[src/rtl/core/lpwbe_pkg.sv]
package lpwbe_pkg;

	localparam int unsigned CFG_W         = 16;
	localparam int unsigned CFG_INDEX_W   = 2;
	localparam int unsigned DUR_W         = 20;
	localparam int unsigned NBITS_W       = 4;
	localparam int unsigned BYTE_BITS     = 8;
	localparam int unsigned QUEUE_DEPTH_DEF = 4;

	localparam logic [CFG_INDEX_W-1:0] CFG_UNIT_TICKS        = 2'd0;
	localparam logic [CFG_INDEX_W-1:0] CFG_START_EXTRA_TICKS = 2'd1;
	localparam logic [CFG_INDEX_W-1:0] CFG_FRAME_LIMIT_BITS  = 2'd2;

	localparam logic [CFG_W-1:0] UNIT_TICKS_RST        = 16'd100;
	localparam logic [CFG_W-1:0] START_EXTRA_TICKS_RST = 16'd10;
	localparam logic [CFG_W-1:0] FRAME_LIMIT_BITS_RST  = 16'd65535;

	typedef struct packed {
		logic [CFG_W-1:0] unit_ticks;
		logic [CFG_W-1:0] start_extra_ticks;
		logic [CFG_W-1:0] frame_limit_bits;
	} cfg_t;

	typedef struct packed {
		logic [7:0] data_byte;
		logic       last_byte;
	} byte_item_t;

	typedef struct packed {
		logic             led_level;
		logic [DUR_W-1:0] duration_ticks;
		logic             last_segment;
	} seg_item_t;

	// one classified byte: what the back end has to play out
	typedef struct packed {
		logic [7:0]         data_byte;
		logic               start;
		logic [NBITS_W-1:0] nbits;
		logic               last;
	} cmd_t;

endpackage

[src/rtl/core/lpwbe_stream_if.sv]
interface lpwbe_stream_if #(
	parameter type payload_t = logic
);
	logic     valid;
	logic     ready;
	payload_t data;

	modport source (output valid, output data, input ready);
	modport sink (input valid, input data, output ready);
endinterface

[src/rtl/core/lpwbe_front.sv]
module lpwbe_front (
	input  logic                clk,
	input  logic                arst_n,
	input  lpwbe_pkg::cfg_t     cfg,
	lpwbe_stream_if.sink        bytes,
	input  logic                full,
	output logic                push,
	output lpwbe_pkg::cmd_t     push_cmd
);

	logic                                in_message_q;
	logic [lpwbe_pkg::CFG_W-1:0]         bits_sent_q;
	logic [lpwbe_pkg::CFG_W-1:0]         remaining;
	logic                                has_room;
	logic [lpwbe_pkg::NBITS_W-1:0]       nbits;
	logic                                accept;

	assign bytes.ready = !full;
	assign accept      = bytes.valid && !full;

	assign has_room  = bits_sent_q < cfg.frame_limit_bits;
	assign remaining = cfg.frame_limit_bits - bits_sent_q;

	always_comb begin
		if (!has_room) begin
			nbits = '0;
		end else if (remaining >= lpwbe_pkg::CFG_W'(lpwbe_pkg::BYTE_BITS)) begin
			nbits = lpwbe_pkg::NBITS_W'(lpwbe_pkg::BYTE_BITS);
		end else begin
			nbits = remaining[lpwbe_pkg::NBITS_W-1:0];
		end
	end

	always_comb begin
		push_cmd.data_byte = bytes.data.data_byte;
		push_cmd.start     = !in_message_q;
		push_cmd.nbits     = nbits;
		push_cmd.last      = bytes.data.last_byte;
	end

	// a middle byte with every bit past the frame limit produces nothing
	assign push = accept && (!in_message_q || (nbits != '0) || bytes.data.last_byte);

	always_ff @(posedge clk or negedge arst_n) begin
		if (!arst_n) begin
			in_message_q <= 1'b0;
			bits_sent_q  <= '0;
		end else if (accept) begin
			if (bytes.data.last_byte) begin
				in_message_q <= 1'b0;
				bits_sent_q  <= '0;
			end else begin
				in_message_q <= 1'b1;
				// never passes the frame limit, so no saturation needed
				bits_sent_q  <= bits_sent_q + lpwbe_pkg::CFG_W'(nbits);
			end
		end
	end

endmodule

[src/rtl/core/lpwbe_cmd_queue.sv]
module lpwbe_cmd_queue #(
	parameter int unsigned DEPTH = lpwbe_pkg::QUEUE_DEPTH_DEF
) (
	input  logic            clk,
	input  logic            arst_n,
	input  logic            push,
	input  lpwbe_pkg::cmd_t push_cmd,
	input  logic            pop,
	output lpwbe_pkg::cmd_t head,
	output logic            full,
	output logic            empty
);

	localparam int unsigned AW = (DEPTH > 1) ? $clog2(DEPTH) : 1;
	localparam int unsigned CW = $clog2(DEPTH + 1);

	lpwbe_pkg::cmd_t entries_q [DEPTH];
	logic [AW-1:0]   wr_ptr_q;
	logic [AW-1:0]   rd_ptr_q;
	logic [CW-1:0]   count_q;
	logic            do_push;
	logic            do_pop;

	assign full    = count_q == CW'(DEPTH);
	assign empty   = count_q == '0;
	assign do_push = push && !full;
	assign do_pop  = pop && !empty;
	assign head    = entries_q[rd_ptr_q];

	always_ff @(posedge clk) begin
		if (do_push) begin
			entries_q[wr_ptr_q] <= push_cmd;
		end
	end

	always_ff @(posedge clk or negedge arst_n) begin
		if (!arst_n) begin
			wr_ptr_q <= '0;
			rd_ptr_q <= '0;
			count_q  <= '0;
		end else begin
			if (do_push) begin
				wr_ptr_q <= (wr_ptr_q == AW'(DEPTH - 1)) ? '0 : wr_ptr_q + AW'(1);
			end
			if (do_pop) begin
				rd_ptr_q <= (rd_ptr_q == AW'(DEPTH - 1)) ? '0 : rd_ptr_q + AW'(1);
			end
			if (do_push && !do_pop) begin
				count_q <= count_q + CW'(1);
			end else if (do_pop && !do_push) begin
				count_q <= count_q - CW'(1);
			end
		end
	end

endmodule

[src/rtl/core/lpwbe_back.sv]
module lpwbe_back (
	input  logic            clk,
	input  logic            arst_n,
	input  lpwbe_pkg::cfg_t cfg,
	input  lpwbe_pkg::cmd_t head,
	input  logic            empty,
	output logic            pop,
	lpwbe_stream_if.source  segments
);

	localparam logic [2:0] PH_FIRST  = 3'd0;
	localparam logic [2:0] PH_START  = 3'd1;
	localparam logic [2:0] PH_BIT_LO = 3'd2;
	localparam logic [2:0] PH_BIT_HI = 3'd3;
	localparam logic [2:0] PH_END_LO = 3'd4;
	localparam logic [2:0] PH_END_HI = 3'd5;
	localparam logic [2:0] PH_HOLD   = 3'd6;

	localparam int unsigned DW = lpwbe_pkg::DUR_W;

	logic [2:0]             phase_q;
	logic [2:0]             cur_phase;
	logic [2:0]             nxt_phase;
	logic [2:0]             bit_cnt_q;
	logic                   done;
	logic                   fire;
	logic                   out_valid_q;
	lpwbe_pkg::seg_item_t   out_q;
	logic                   seg_level;
	logic [DW-1:0]          seg_dur;
	logic [DW-1:0]          unit_d;
	logic [DW-1:0]          dur_start;
	logic [DW-1:0]          dur_two;
	logic [DW-1:0]          dur_nine;
	logic                   cur_bit;
	logic                   more_bits;
	logic [2:0]             after_bits;

	assign unit_d    = DW'(cfg.unit_ticks);
	assign dur_start = unit_d + DW'(cfg.start_extra_ticks);
	assign dur_two   = {unit_d[DW-2:0], 1'b0};
	assign dur_nine  = {unit_d[DW-4:0], 3'b000} + unit_d;

	// MSB first
	assign cur_bit   = head.data_byte[3'd7 - bit_cnt_q];
	assign more_bits = ({1'b0, bit_cnt_q} + 4'd1) < head.nbits;
	assign after_bits = head.last ? PH_END_LO : PH_FIRST;

	always_comb begin
		if (phase_q != PH_FIRST) begin
			cur_phase = phase_q;
		end else if (head.start) begin
			cur_phase = PH_START;
		end else if (head.nbits != '0) begin
			cur_phase = PH_BIT_LO;
		end else begin
			cur_phase = PH_END_LO;
		end
	end

	always_comb begin
		seg_level = 1'b0;
		seg_dur   = unit_d;
		nxt_phase = PH_FIRST;
		case (cur_phase)
			PH_START: begin
				seg_level = 1'b1;
				seg_dur   = dur_start;
				nxt_phase = (head.nbits != '0) ? PH_BIT_LO : after_bits;
			end
			PH_BIT_LO: begin
				nxt_phase = PH_BIT_HI;
			end
			PH_BIT_HI: begin
				seg_level = 1'b1;
				seg_dur   = cur_bit ? dur_two : unit_d;
				nxt_phase = more_bits ? PH_BIT_LO : after_bits;
			end
			PH_END_LO: begin
				nxt_phase = PH_END_HI;
			end
			PH_END_HI: begin
				seg_level = 1'b1;
				seg_dur   = dur_nine;
				nxt_phase = PH_HOLD;
			end
			PH_HOLD: begin
				seg_dur   = '0;
				nxt_phase = PH_FIRST;
			end
			default: begin
				nxt_phase = PH_FIRST;
			end
		endcase
	end

	assign done = nxt_phase == PH_FIRST;
	assign fire = !empty && (!out_valid_q || segments.ready);
	assign pop  = fire && done;

	assign segments.valid = out_valid_q;
	assign segments.data  = out_q;

	always_ff @(posedge clk) begin
		if (fire) begin
			out_q.led_level      <= seg_level;
			out_q.duration_ticks <= seg_dur;
			out_q.last_segment   <= done;
		end
	end

	always_ff @(posedge clk or negedge arst_n) begin
		if (!arst_n) begin
			out_valid_q <= 1'b0;
			phase_q     <= PH_FIRST;
			bit_cnt_q   <= '0;
		end else begin
			if (fire) begin
				out_valid_q <= 1'b1;
				phase_q     <= nxt_phase;
				if (done) begin
					bit_cnt_q <= '0;
				end else if (cur_phase == PH_BIT_HI) begin
					bit_cnt_q <= bit_cnt_q + 3'd1;
				end
			end else if (segments.ready) begin
				out_valid_q <= 1'b0;
			end
		end
	end

endmodule

[src/rtl/core/led_pulse_width_bit_encoder.sv]
// Channel    Dir  Payload                                      Transaction
// bytes      in   data_byte[7:0], last_byte                    one message byte
// segments   out  led_level, duration_ticks[19:0], last_segment one LED segment
// cfg        in   cfg_we, cfg_index[1:0], cfg_wdata[15:0]      one register write
//
// The back end sends one segment per cycle unless the queue is empty or output
// stalls: eight sent bits give 16 segments, the start mark 1, the end mark 3.
// The front end classifies a byte in the cycle it arrives and takes one byte per
// cycle while the command queue (QUEUE_DEPTH entries) has room.
// Reset clears message state, the queue and the output valid flag; registers
// return to their defaults. Output stalls back up only through the queue.
module led_pulse_width_bit_encoder #(
	parameter int unsigned QUEUE_DEPTH = lpwbe_pkg::QUEUE_DEPTH_DEF
) (
	input  logic                              clk,
	input  logic                              arst_n,
	lpwbe_stream_if.sink                      bytes,
	lpwbe_stream_if.source                    segments,
	input  logic                              cfg_we,
	input  logic [lpwbe_pkg::CFG_INDEX_W-1:0] cfg_index,
	input  logic [lpwbe_pkg::CFG_W-1:0]       cfg_wdata
);

	lpwbe_pkg::cfg_t cfg_q;
	lpwbe_pkg::cmd_t push_cmd;
	lpwbe_pkg::cmd_t head;
	logic            push;
	logic            pop;
	logic            full;
	logic            empty;

	always_ff @(posedge clk or negedge arst_n) begin
		if (!arst_n) begin
			cfg_q.unit_ticks        <= lpwbe_pkg::UNIT_TICKS_RST;
			cfg_q.start_extra_ticks <= lpwbe_pkg::START_EXTRA_TICKS_RST;
			cfg_q.frame_limit_bits  <= lpwbe_pkg::FRAME_LIMIT_BITS_RST;
		end else if (cfg_we) begin
			case (cfg_index)
				lpwbe_pkg::CFG_UNIT_TICKS:        cfg_q.unit_ticks        <= cfg_wdata;
				lpwbe_pkg::CFG_START_EXTRA_TICKS: cfg_q.start_extra_ticks <= cfg_wdata;
				lpwbe_pkg::CFG_FRAME_LIMIT_BITS:  cfg_q.frame_limit_bits  <= cfg_wdata;
				default: begin
				end
			endcase
		end
	end

	lpwbe_front u_front (
		.clk      (clk),
		.arst_n   (arst_n),
		.cfg      (cfg_q),
		.bytes    (bytes),
		.full     (full),
		.push     (push),
		.push_cmd (push_cmd)
	);

	lpwbe_cmd_queue #(
		.DEPTH (QUEUE_DEPTH)
	) u_queue (
		.clk      (clk),
		.arst_n   (arst_n),
		.push     (push),
		.push_cmd (push_cmd),
		.pop      (pop),
		.head     (head),
		.full     (full),
		.empty    (empty)
	);

	lpwbe_back u_back (
		.clk      (clk),
		.arst_n   (arst_n),
		.cfg      (cfg_q),
		.head     (head),
		.empty    (empty),
		.pop      (pop),
		.segments (segments)
	);

endmodule

[src/flat_wrapper.sv]
// flat-port wrapper written by rule: the top's interface ports become plain ports
module led_pulse_width_bit_encoder_flat import lpwbe_pkg::*;
#(
	parameter int unsigned QUEUE_DEPTH = lpwbe_pkg::QUEUE_DEPTH_DEF
)
  (clk, arst_n, cfg_we, cfg_index, cfg_wdata, bytes_valid, bytes_data, bytes_ready, segments_valid, segments_data, segments_ready);
  lpwbe_stream_if #(.payload_t(byte_item_t)) bytes_i ();
  lpwbe_stream_if #(.payload_t(seg_item_t)) segments_i ();
  input  logic clk;
  input  logic arst_n;
  input  logic cfg_we;
  input  logic [lpwbe_pkg::CFG_INDEX_W-1:0] cfg_index;
  input  logic [lpwbe_pkg::CFG_W-1:0] cfg_wdata;
  input wire logic [$bits(bytes_i.valid)-1:0] bytes_valid;
  input wire logic [$bits(bytes_i.data)-1:0] bytes_data;
  output wire logic [$bits(bytes_i.ready)-1:0] bytes_ready;
  output wire logic [$bits(segments_i.valid)-1:0] segments_valid;
  output wire logic [$bits(segments_i.data)-1:0] segments_data;
  input wire logic [$bits(segments_i.ready)-1:0] segments_ready;
  assign bytes_i.valid = bytes_valid;
  assign bytes_i.data = bytes_data;
  assign bytes_ready = bytes_i.ready;
  assign segments_valid = segments_i.valid;
  assign segments_data = segments_i.data;
  assign segments_i.ready = segments_ready;
  led_pulse_width_bit_encoder #(.QUEUE_DEPTH(QUEUE_DEPTH)) u_core (.clk(clk), .arst_n(arst_n), .bytes(bytes_i), .segments(segments_i), .cfg_we(cfg_we), .cfg_index(cfg_index), .cfg_wdata(cfg_wdata));
endmodule
[config.mk]
export PLATFORM = sky130hd
export DESIGN_NAME = led_pulse_width_bit_encoder_flat
export DESIGN_NICKNAME = d
export VERILOG_FILES = /design/src/rtl/core/lpwbe_pkg.sv /design/src/rtl/core/lpwbe_stream_if.sv /design/src/rtl/core/lpwbe_front.sv /design/src/rtl/core/lpwbe_cmd_queue.sv /design/src/rtl/core/lpwbe_back.sv /design/src/rtl/core/led_pulse_width_bit_encoder.sv /design/src/flat_wrapper.sv
export SDC_FILE = /design/constraint.sdc
export NUM_CORES = 1
export LEC_CHECK = 0
export BUFFER_PORTS_ARGS = -buffer_cell sky130_fd_sc_hd__clkbuf_2
export CAP_MARGIN = 25
export CELL_PAD_IN_SITES_DETAIL_PLACEMENT = 2
export CELL_PAD_IN_SITES_GLOBAL_PLACEMENT = 2
export CORE_MARGIN = 2
export CORE_UTILIZATION = 38
export DETAILED_ROUTE_END_ITERATION = 6
export PLACE_DENSITY = 0.83
export SETUP_SLACK_MARGIN = 0.15
export SYNTH_ARGS = -nofsm -noshare
export SYNTH_HDL_FRONTEND = slang
export SYNTH_SLANG_ARGS = --single-unit
[constraint.sdc]
create_clock -name clk -period 4.9 [get_ports clk]
set_clock_uncertainty 0.1 [all_clocks]
set_input_delay 0.98 -clock clk [delete_from_list [all_inputs] [get_ports clk]]
set_output_delay 0.98 -clock clk [all_outputs]
set_load 0.005 [all_outputs]
==> results of run 1 <==
stage by stage:
step	setup slack (ps)	util	cells
floorplan	190	-	796
global placement	68.0	0.418	1162
detailed placement	-196	0.418	1162
CTS	172	0.448	1200
global route	71.1	0.454	1207
finish	280	0.454	1207
state kept, by name (all words and copies together) (netlist names):
name	flops
u_core.u_front.in_message_q	1
u_core.u_front.bits_sent_q	16
u_core.u_back.bit_cnt_q	3
u_core.u_queue.count_q	3
u_core.cfg_q	48
u_core.u_back.segments.valid	1
u_core.u_queue.entries_q	56
u_core.u_queue.rd_ptr_q	2
u_core.u_back.phase_q	3
u_core.u_back.segments.data	22
u_core.u_queue.wr_ptr_q	2
area by class of cell:
cell class	instances	area, um^2
Clock buffer	18	429
Timing Repair Buffer	84	513
Tap cell	319	399
Clock inverter	14	165
Inverter	45	169
Multi-Input combinational cell	570	4690
Fill cell	2388	12900
Sequential cell	157	4350
logic make-up (layout without fill, tap and decap cells):
family | count (synthesis) | count (layout) | synth area share
simple gates | 197 | 197 | 0.111
compound gates | 195 | 195 | 0.145
flops | 157 | 157 | 0.473
mux | 77 | 77 | 0.114
buf+inv | 69 | 161 | 0.0312
fa+ha+maj | 64 | 64 | 0.0912
xor+xnor | 37 | 37 | 0.0353
path summary, 6_finish.rpt:
check                                                    start                              to  slack, ps  depth (start not counted)
worst max-delay path                           u_core.cfg_q[0]  u_core.u_front.bits_sent_q[11]        280                         22
min in group asynchronous                               arst_n   u_core.u_front.bits_sent_q[9]        440                          1
worst max register to register                 u_core.cfg_q[0]  u_core.u_front.bits_sent_q[11]        280                         22
worst min register to register  u_core.u_front.bits_sent_q[15]  u_core.u_front.bits_sent_q[15]        400                          1
worst min-delay path            u_core.u_front.bits_sent_q[15]  u_core.u_front.bits_sent_q[15]        400                          1
max in group asynchronous                               arst_n                u_core.cfg_q[34]       3290                          2
placed cells by master (no fill, tap or decap), types with 5 or more instances in the layout:
cell / n
sky130_fd_sc_hd__edfxtp_1: 78
sky130_fd_sc_hd__dfrtp_1: 55
sky130_fd_sc_hd__clkbuf_2: 54
sky130_fd_sc_hd__ha_1: 53
sky130_fd_sc_hd__mux2_2: 51
sky130_fd_sc_hd__nand2_1: 50
sky130_fd_sc_hd__inv_1: 44
sky130_fd_sc_hd__a21oi_1: 44
sky130_fd_sc_hd__o21ai_0: 44
sky130_fd_sc_hd__nor2_1: 39
sky130_fd_sc_hd__buf_4: 29
sky130_fd_sc_hd__dfstp_2: 21
sky130_fd_sc_hd__xnor2_1: 19
sky130_fd_sc_hd__a21o_1: 18
sky130_fd_sc_hd__nor3_1: 18
sky130_fd_sc_hd__xor2_1: 18
sky130_fd_sc_hd__clkbuf_16: 18
sky130_fd_sc_hd__mux4_2: 16
sky130_fd_sc_hd__nand3_1: 13
sky130_fd_sc_hd__a31oi_1: 11
sky130_fd_sc_hd__nand2b_1: 10
sky130_fd_sc_hd__a222oi_1: 9
sky130_fd_sc_hd__mux2i_1: 8
sky130_fd_sc_hd__or3_1: 7
sky130_fd_sc_hd__nor2b_1: 7
sky130_fd_sc_hd__nand4_1: 7
sky130_fd_sc_hd__o31ai_1: 6
sky130_fd_sc_hd__ha_2: 6
sky130_fd_sc_hd__a21oi_2: 5
sky130_fd_sc_hd__inv_8: 5
power by group:
part           internal, uW  total (uW)  switching, uW
sequential             1810        2140            327
clock                   689        1370            678
combinational          1130        2690           1550
metal layers:
metal,track usage,share of wire
met3,0.0391,0.040
met5,0,0
met4,0.122,0.042
met2,0.427,0.51
met1,0.296,0.41
worst reg2reg max path: stages (launching register included):
cell                       delay (ps)
sky130_fd_sc_hd__dfstp_2          540
sky130_fd_sc_hd__inv_1             60
sky130_fd_sc_hd__ha_2             180
sky130_fd_sc_hd__fa_2             370
sky130_fd_sc_hd__nor2b_4          170
sky130_fd_sc_hd__o221ai_4         140
sky130_fd_sc_hd__a211o_1          310
sky130_fd_sc_hd__mux2i_1          130
sky130_fd_sc_hd__or4_4            530
sky130_fd_sc_hd__nor3_4           170
sky130_fd_sc_hd__and2_4           190
sky130_fd_sc_hd__nand2_4           70
sky130_fd_sc_hd__nor2_4           130
sky130_fd_sc_hd__ha_2             280
sky130_fd_sc_hd__a21o_1           160
sky130_fd_sc_hd__a21oi_2          170
sky130_fd_sc_hd__nor2b_1           80
sky130_fd_sc_hd__o21ai_2          170
sky130_fd_sc_hd__nor3_2            80
sky130_fd_sc_hd__buf_4            150
sky130_fd_sc_hd__a21oi_2          140
sky130_fd_sc_hd__o21ai_1          100
sky130_fd_sc_hd__o31ai_1          110
repair_timing:
item | in CTS | in global routing
setup endpoints to repair | 12 | 11
setup buffers | 6 | 6
resized for setup | 17 | 24
pin swaps | 8 | 10
==> out/qor.json, run 1 <==
{
  "status": "finished, final reports clean",
  "layout-drive-gt1-share": 0.293,
  "globalRouteTotalUtil": 0.246,
  "async_flop_share": 0.503,
  "number_of_buffers_created_by_cts": 17,
  "cts.hold.buffers_added": 0,
  "clock_path_buffers": 2,
  "dieWidth_um": 160,
  "syn_nets": 892,
  "clkSlewWorstSetupHoldPaths_ps": 70,
  "post_synth_inst_count": 796,
  "setup_viol_count_final": 0,
  "synth-edff-count": 78,
  "worstSetupEndpointType": "flip-flop",
  "global_route_wire_length_before_repair_um": 47700,
  "cpMaxStageDelayCell": "sky130_fd_sc_hd__dfstp_2",
  "synth_area_leaders": "sky130_fd_sc_hd__edfxtp_1, sky130_fd_sc_hd__dfrtp_1, sky130_fd_sc_hd__ha_1",
  "synth_sequential_area_ratio": 0.473,
  "synthesis.area_per_instance_um2": 11.5,
  "timing.critical_path.buf_inv": 2,
  "placementRows": 56,
  "critPathMaxFanout": 4,
  "flow.area_growth_from_synthesis_pct": 16.6,
  "initial_utilization": 0.389,
  "detailed_place_hpwl_um": 20200,
  "synth_cell_type_count": 79,
  "drt_iter0_drc": 360,
  "antennaDiodeCount": 0,
  "power.density_mw_per_mm2": 578,
  "gp_routability_congestion": 0.812,
  "post-layout-total-power_uw": 6190,
  "cp_cell_sequence": "inv_1 > ha_2 > fa_2 > nor2b_4 > o221ai_4 > a211o_1 > mux2i_1 > or4_4 > nor3_4 > and2_4 > nand2_4 > nor2_4 > ha_2 > a21o_1 > a21oi_2 > nor2b_1 > o21ai_2 > nor3_2 > buf_4 > a21oi_2 > o21ai_1 > o31ai_1",
  "synth_most_common_cell": "sky130_fd_sc_hd__edfxtp_1",
  "core_area_mm2": 0.0236,
  "clock_tree_from_tritoncts": "yes",
  "slowest_delay_ps": 540,
  "worstSkewPairLatency_ps": 450,
  "finalSetupTns_ps": 0,
  "htreeDepth": 4,
  "fp.dieArea_mm2": 0.0254,
  "timing.final.crit_period_ps": 4620,
  "power.leakage_uw": 0.00436,
  "yosys_warnings": 0,
  "worst-slew-pin-transition_ps": 939,
  "max-vdd-ir-drop_v": 0.000198,
  "fp.dieH_um": 160,
  "fin_hold_ws_ps": 399,
  "portBuffers": 55,
  "wirelength_um": 31000,
  "required_ps": 5140,
  "vias": 7115,
  "grt_antenna_before_repair": 0,
  "timing.max_cap.violations": 0,
  "synth_top_flop_cell": "sky130_fd_sc_hd__edfxtp_1",
  "worst_hold_path_type": "flip-flop to flip-flop",
  "start_kind": "flip-flop",
  "max_freq_mhz": 216,
  "numClockSinks": 157,
  "finalHoldViolCount": 0,
  "post_synth_instance_area_mm2": 0.00919,
  "vias_in_the_first_global_route": 7885,
  "worst-setup-path-type": "flip-flop to flip-flop",
  "top_cell_type_by_total_area_after_synthesis": "sky130_fd_sc_hd__edfxtp_1",
  "grt_overflow_total": 0,
  "area_share_of_the_largest_cell_type_after_synthesis": 0.255,
  "timing.max_slew.rel_slack": 0.372,
  "fin_crit_sh": 0.943,
  "worst-endpoint-arrival_ps": 4860,
  "grt_start_max_net_pins": 46,
  "slew_violations": 0,
  "path_delay_family": "simple AND/OR/NAND/NOR gates",
  "grt_setup_unrepaired": "no",
  "ant_nets": 0,
  "ys_ff_latch": 157,
  "avgViaCountPerCell": 5.89,
  "post-route-drc-count": 0,
  "synth.top_cells.by_count": "sky130_fd_sc_hd__edfxtp_1, sky130_fd_sc_hd__ha_1, sky130_fd_sc_hd__dfrtp_1",
  "nets": 971,
  "boundaryPins": 56,
  "design_area_mm2": 0.0107,
  "drt-wirelength-per-cell_um": 25.7,
  "placedInstanceArea_mm2": 0.00988,
  "detailedRoute.firstPassIterationCount": 5,
  "clock-root-buffer": "sky130_fd_sc_hd__clkbuf_16"
}
Power figures use the tool's default switching activity.
==> run 2, diff against run 1 <==
- CORE_ASPECT_RATIO: default -> 0.5
- GPL_TIMING_DRIVEN: default -> 0
==> out/qor.json, run 2 (synthesis gave the netlist of run 1 again) <==
{
  "timing.final.crit_period_ps": 5020,
  "worstSetupEndpointType": "flip-flop",
  "largest_register_ffs": 56,
  "maxUsedRoutingLayer": "met4",
  "post-route-drc-count": 0,
  "grt_setup_unrepaired": "yes",
  "fin_crit_sh": 1.02,
  "grt_start_max_net_pins": 64,
  "timing.max_cap.violations": 0,
  "clock_path_buffers": 2,
  "max_freq_mhz": 199,
  "grt_overflow_total": 0,
  "max-vdd-ir-drop_v": 0.000306,
  "status": "finished with violations",
  "nets": 996,
  "power.leakage_uw": 0.00448,
  "number_of_cells_in_the_finished_layout_apart_from_fillers": 1228,
  "gp_routability_congestion": 0.786,
  "numClockSinks": 157,
  "cts.hold.buffers_added": 0,
  "clock-root-buffer": "sky130_fd_sc_hd__clkbuf_16",
  "worst-endpoint-arrival_ps": 5240,
  "initial_utilization": 0.385,
  "critPathMaxFanout": 5,
  "clock_tree_from_tritoncts": "yes",
  "timing.max_slew.rel_slack": 0.382,
  "global_route_wire_length_before_repair_um": 50600,
  "placedInstanceArea_mm2": 0.00992,
  "design_area_mm2": 0.0110,
  "drt-wirelength-per-cell_um": 28.0,
  "critical_path.reg2reg.startpoint": "u_core.cfg_q[0]",
  "htreeDepth": 4,
  "globalRouteTotalUtil": 0.266,
  "drt-met1-wl_um": 13800,
  "avgViaCountPerCell": 6.04,
  "layout-drive-gt1-share": 0.317,
  "dieWidth_um": 224,
  "vias_in_the_first_global_route": 8252,
  "detailed_place_hpwl_um": 21600,
  "fp.dieH_um": 114,
  "worstSkewPairLatency_ps": 450,
  "mostFrequentLayoutCells": "sky130_fd_sc_hd__edfxtp_1, sky130_fd_sc_hd__clkbuf_2, sky130_fd_sc_hd__dfrtp_1, sky130_fd_sc_hd__mux2_2",
  "detailedRoute.firstPassIterationCount": 5,
  "timing_startpoint_of_the_critical_path": "u_core.cfg_q[0]",
  "start_kind": "flip-flop",
  "fin_hold_ws_ps": 345,
  "drt_iter0_drc": 531,
  "placed_cells": 1168,
  "placementRows": 40,
  "worst-slew-pin-transition_ps": 920,
  "largest-register": "u_core.u_queue.entries_q",
  "postLayoutSetupSlackWorst_ps": -117,
  "wirelength_um": 34400,
  "number_of_buffers_created_by_cts": 17,
  "ant_nets": 0,
  "vias": 7416,
  "boundaryPins": 56,
  "worst_hold_path_type": "input pin to async pin",
  "core_area_mm2": 0.0239,
  "finalHoldViolCount": 0,
  "filler_cell_count": 2390,
  "met3_wire_length_um": 1150,
  "required_ps": 5120,
  "setup_viol_count_final": 4,
  "worst-setup-path-type": "flip-flop to flip-flop",
  "antennaDiodeCount": 0,
  "clkSlewWorstSetupHoldPaths_ps": 70,
  "flow.area_growth_from_synthesis_pct": 20.0,
  "mostFrequentLayoutCell": "sky130_fd_sc_hd__edfxtp_1",
  "routed-wl-met2_um": 18000,
  "slew_violations": 0,
  "portBuffers": 55,
  "violations": "negative setup slack",
  "fp.dieArea_mm2": 0.0255,
  "grt_antenna_before_repair": 0,
  "power.density_mw_per_mm2": 584
}
==> run 2: cell types whose count changed in the layout (fill, tap and decap cells not counted), moves of 3 or more <==
cell,change
sky130_fd_sc_hd__buf_2,+4
sky130_fd_sc_hd__buf_6,+3
sky130_fd_sc_hd__clkbuf_1,+14
sky130_fd_sc_hd__clkinv_8,-4
sky130_fd_sc_hd__ha_1,-3
sky130_fd_sc_hd__ha_4,+4
sky130_fd_sc_hd__inv_8,-4
sky130_fd_sc_hd__o21ai_0,-4
==> run 2: what timing repair did <==
action | 4_1_cts | 5_1_grt
pin swaps | 14 | 18
setup buffers | 15 | 12
setup endpoints to repair | 16 | 13
resized for setup | 36 | 42
==> run 2: worst paths after layout <==
check                      slack (ps)  cells after the start                        endpoint
max                              -120                     21  u_core.u_front.bits_sent_q[13]
min                               350                      1   u_core.u_front.bits_sent_q[9]
max reg2reg                      -120                     21  u_core.u_front.bits_sent_q[13]
min reg2reg                       420                      1       u_core.u_queue.count_q[2]
max in group asynchronous        3680                      2                u_core.cfg_q[11]
min in group clk                  420                      1       u_core.u_queue.count_q[2]
==> run 2: layer usage <==
layer / global-route usage / vias to the layer above
met5: 0 / -
met4: 0.112 / 0
met3: 0.0402 / 102
met2: 0.494 / 196
met1: 0.310 / 3905
li1: - / 3213
==> run 2: critical path: stages (launching register included) <==
cell and delay (ps):
sky130_fd_sc_hd__dfstp_2 550, sky130_fd_sc_hd__inv_2 60, sky130_fd_sc_hd__ha_4 170, sky130_fd_sc_hd__fa_2 380, sky130_fd_sc_hd__nor2b_4 180, sky130_fd_sc_hd__o221ai_4 140, sky130_fd_sc_hd__a211o_1 330, sky130_fd_sc_hd__mux2i_1 130
sky130_fd_sc_hd__or4_4 550, sky130_fd_sc_hd__nor3_4 200, sky130_fd_sc_hd__nand3_2 230, sky130_fd_sc_hd__inv_4 160, sky130_fd_sc_hd__ha_1 210, sky130_fd_sc_hd__a21o_1 170, sky130_fd_sc_hd__a21oi_2 90, sky130_fd_sc_hd__nor2b_2 180
sky130_fd_sc_hd__o21ai_4 90, sky130_fd_sc_hd__nor3_4 300, sky130_fd_sc_hd__nand4_1 190, sky130_fd_sc_hd__and2_4 210, sky130_fd_sc_hd__o21ai_4 170, sky130_fd_sc_hd__o31ai_2 90
==> run 2: final cells by class <==
type	instances	area [um^2]	share of cell area
multi-input cells	570	4850	0.440
flip-flops and latches	157	4350	0.395
repair buffers	85	557	0.0505
clock buffers	17	425	0.0386
well taps	315	394	0.0357
inverters	45	171	0.0155
clock inverters	15	161	0.0146
plain buffers	24	119	0.0108
==> run 2: metrics by stage <==
step	worst slack, ps	setup TNS (ps)	power (uW)	utilization
finish	-117	-268	6440	0.462
global route	-209	-1210	6760	0.462
CTS	155	0	6250	0.451
detailed placement	-900	-7700	4740	0.416
global placement	-554	-4400	4430	0.413
floorplan	190	0	3800	-
==> run 2: where the power goes <==
group | leakage, uW | switching, uW | internal (uW)
combinational | 0.00253 | 1740 | 1210
sequential | 0.00167 | 302 | 1810
clock | 0.000284 | 614 | 757
total | 0.00448 | 2650 | 3780
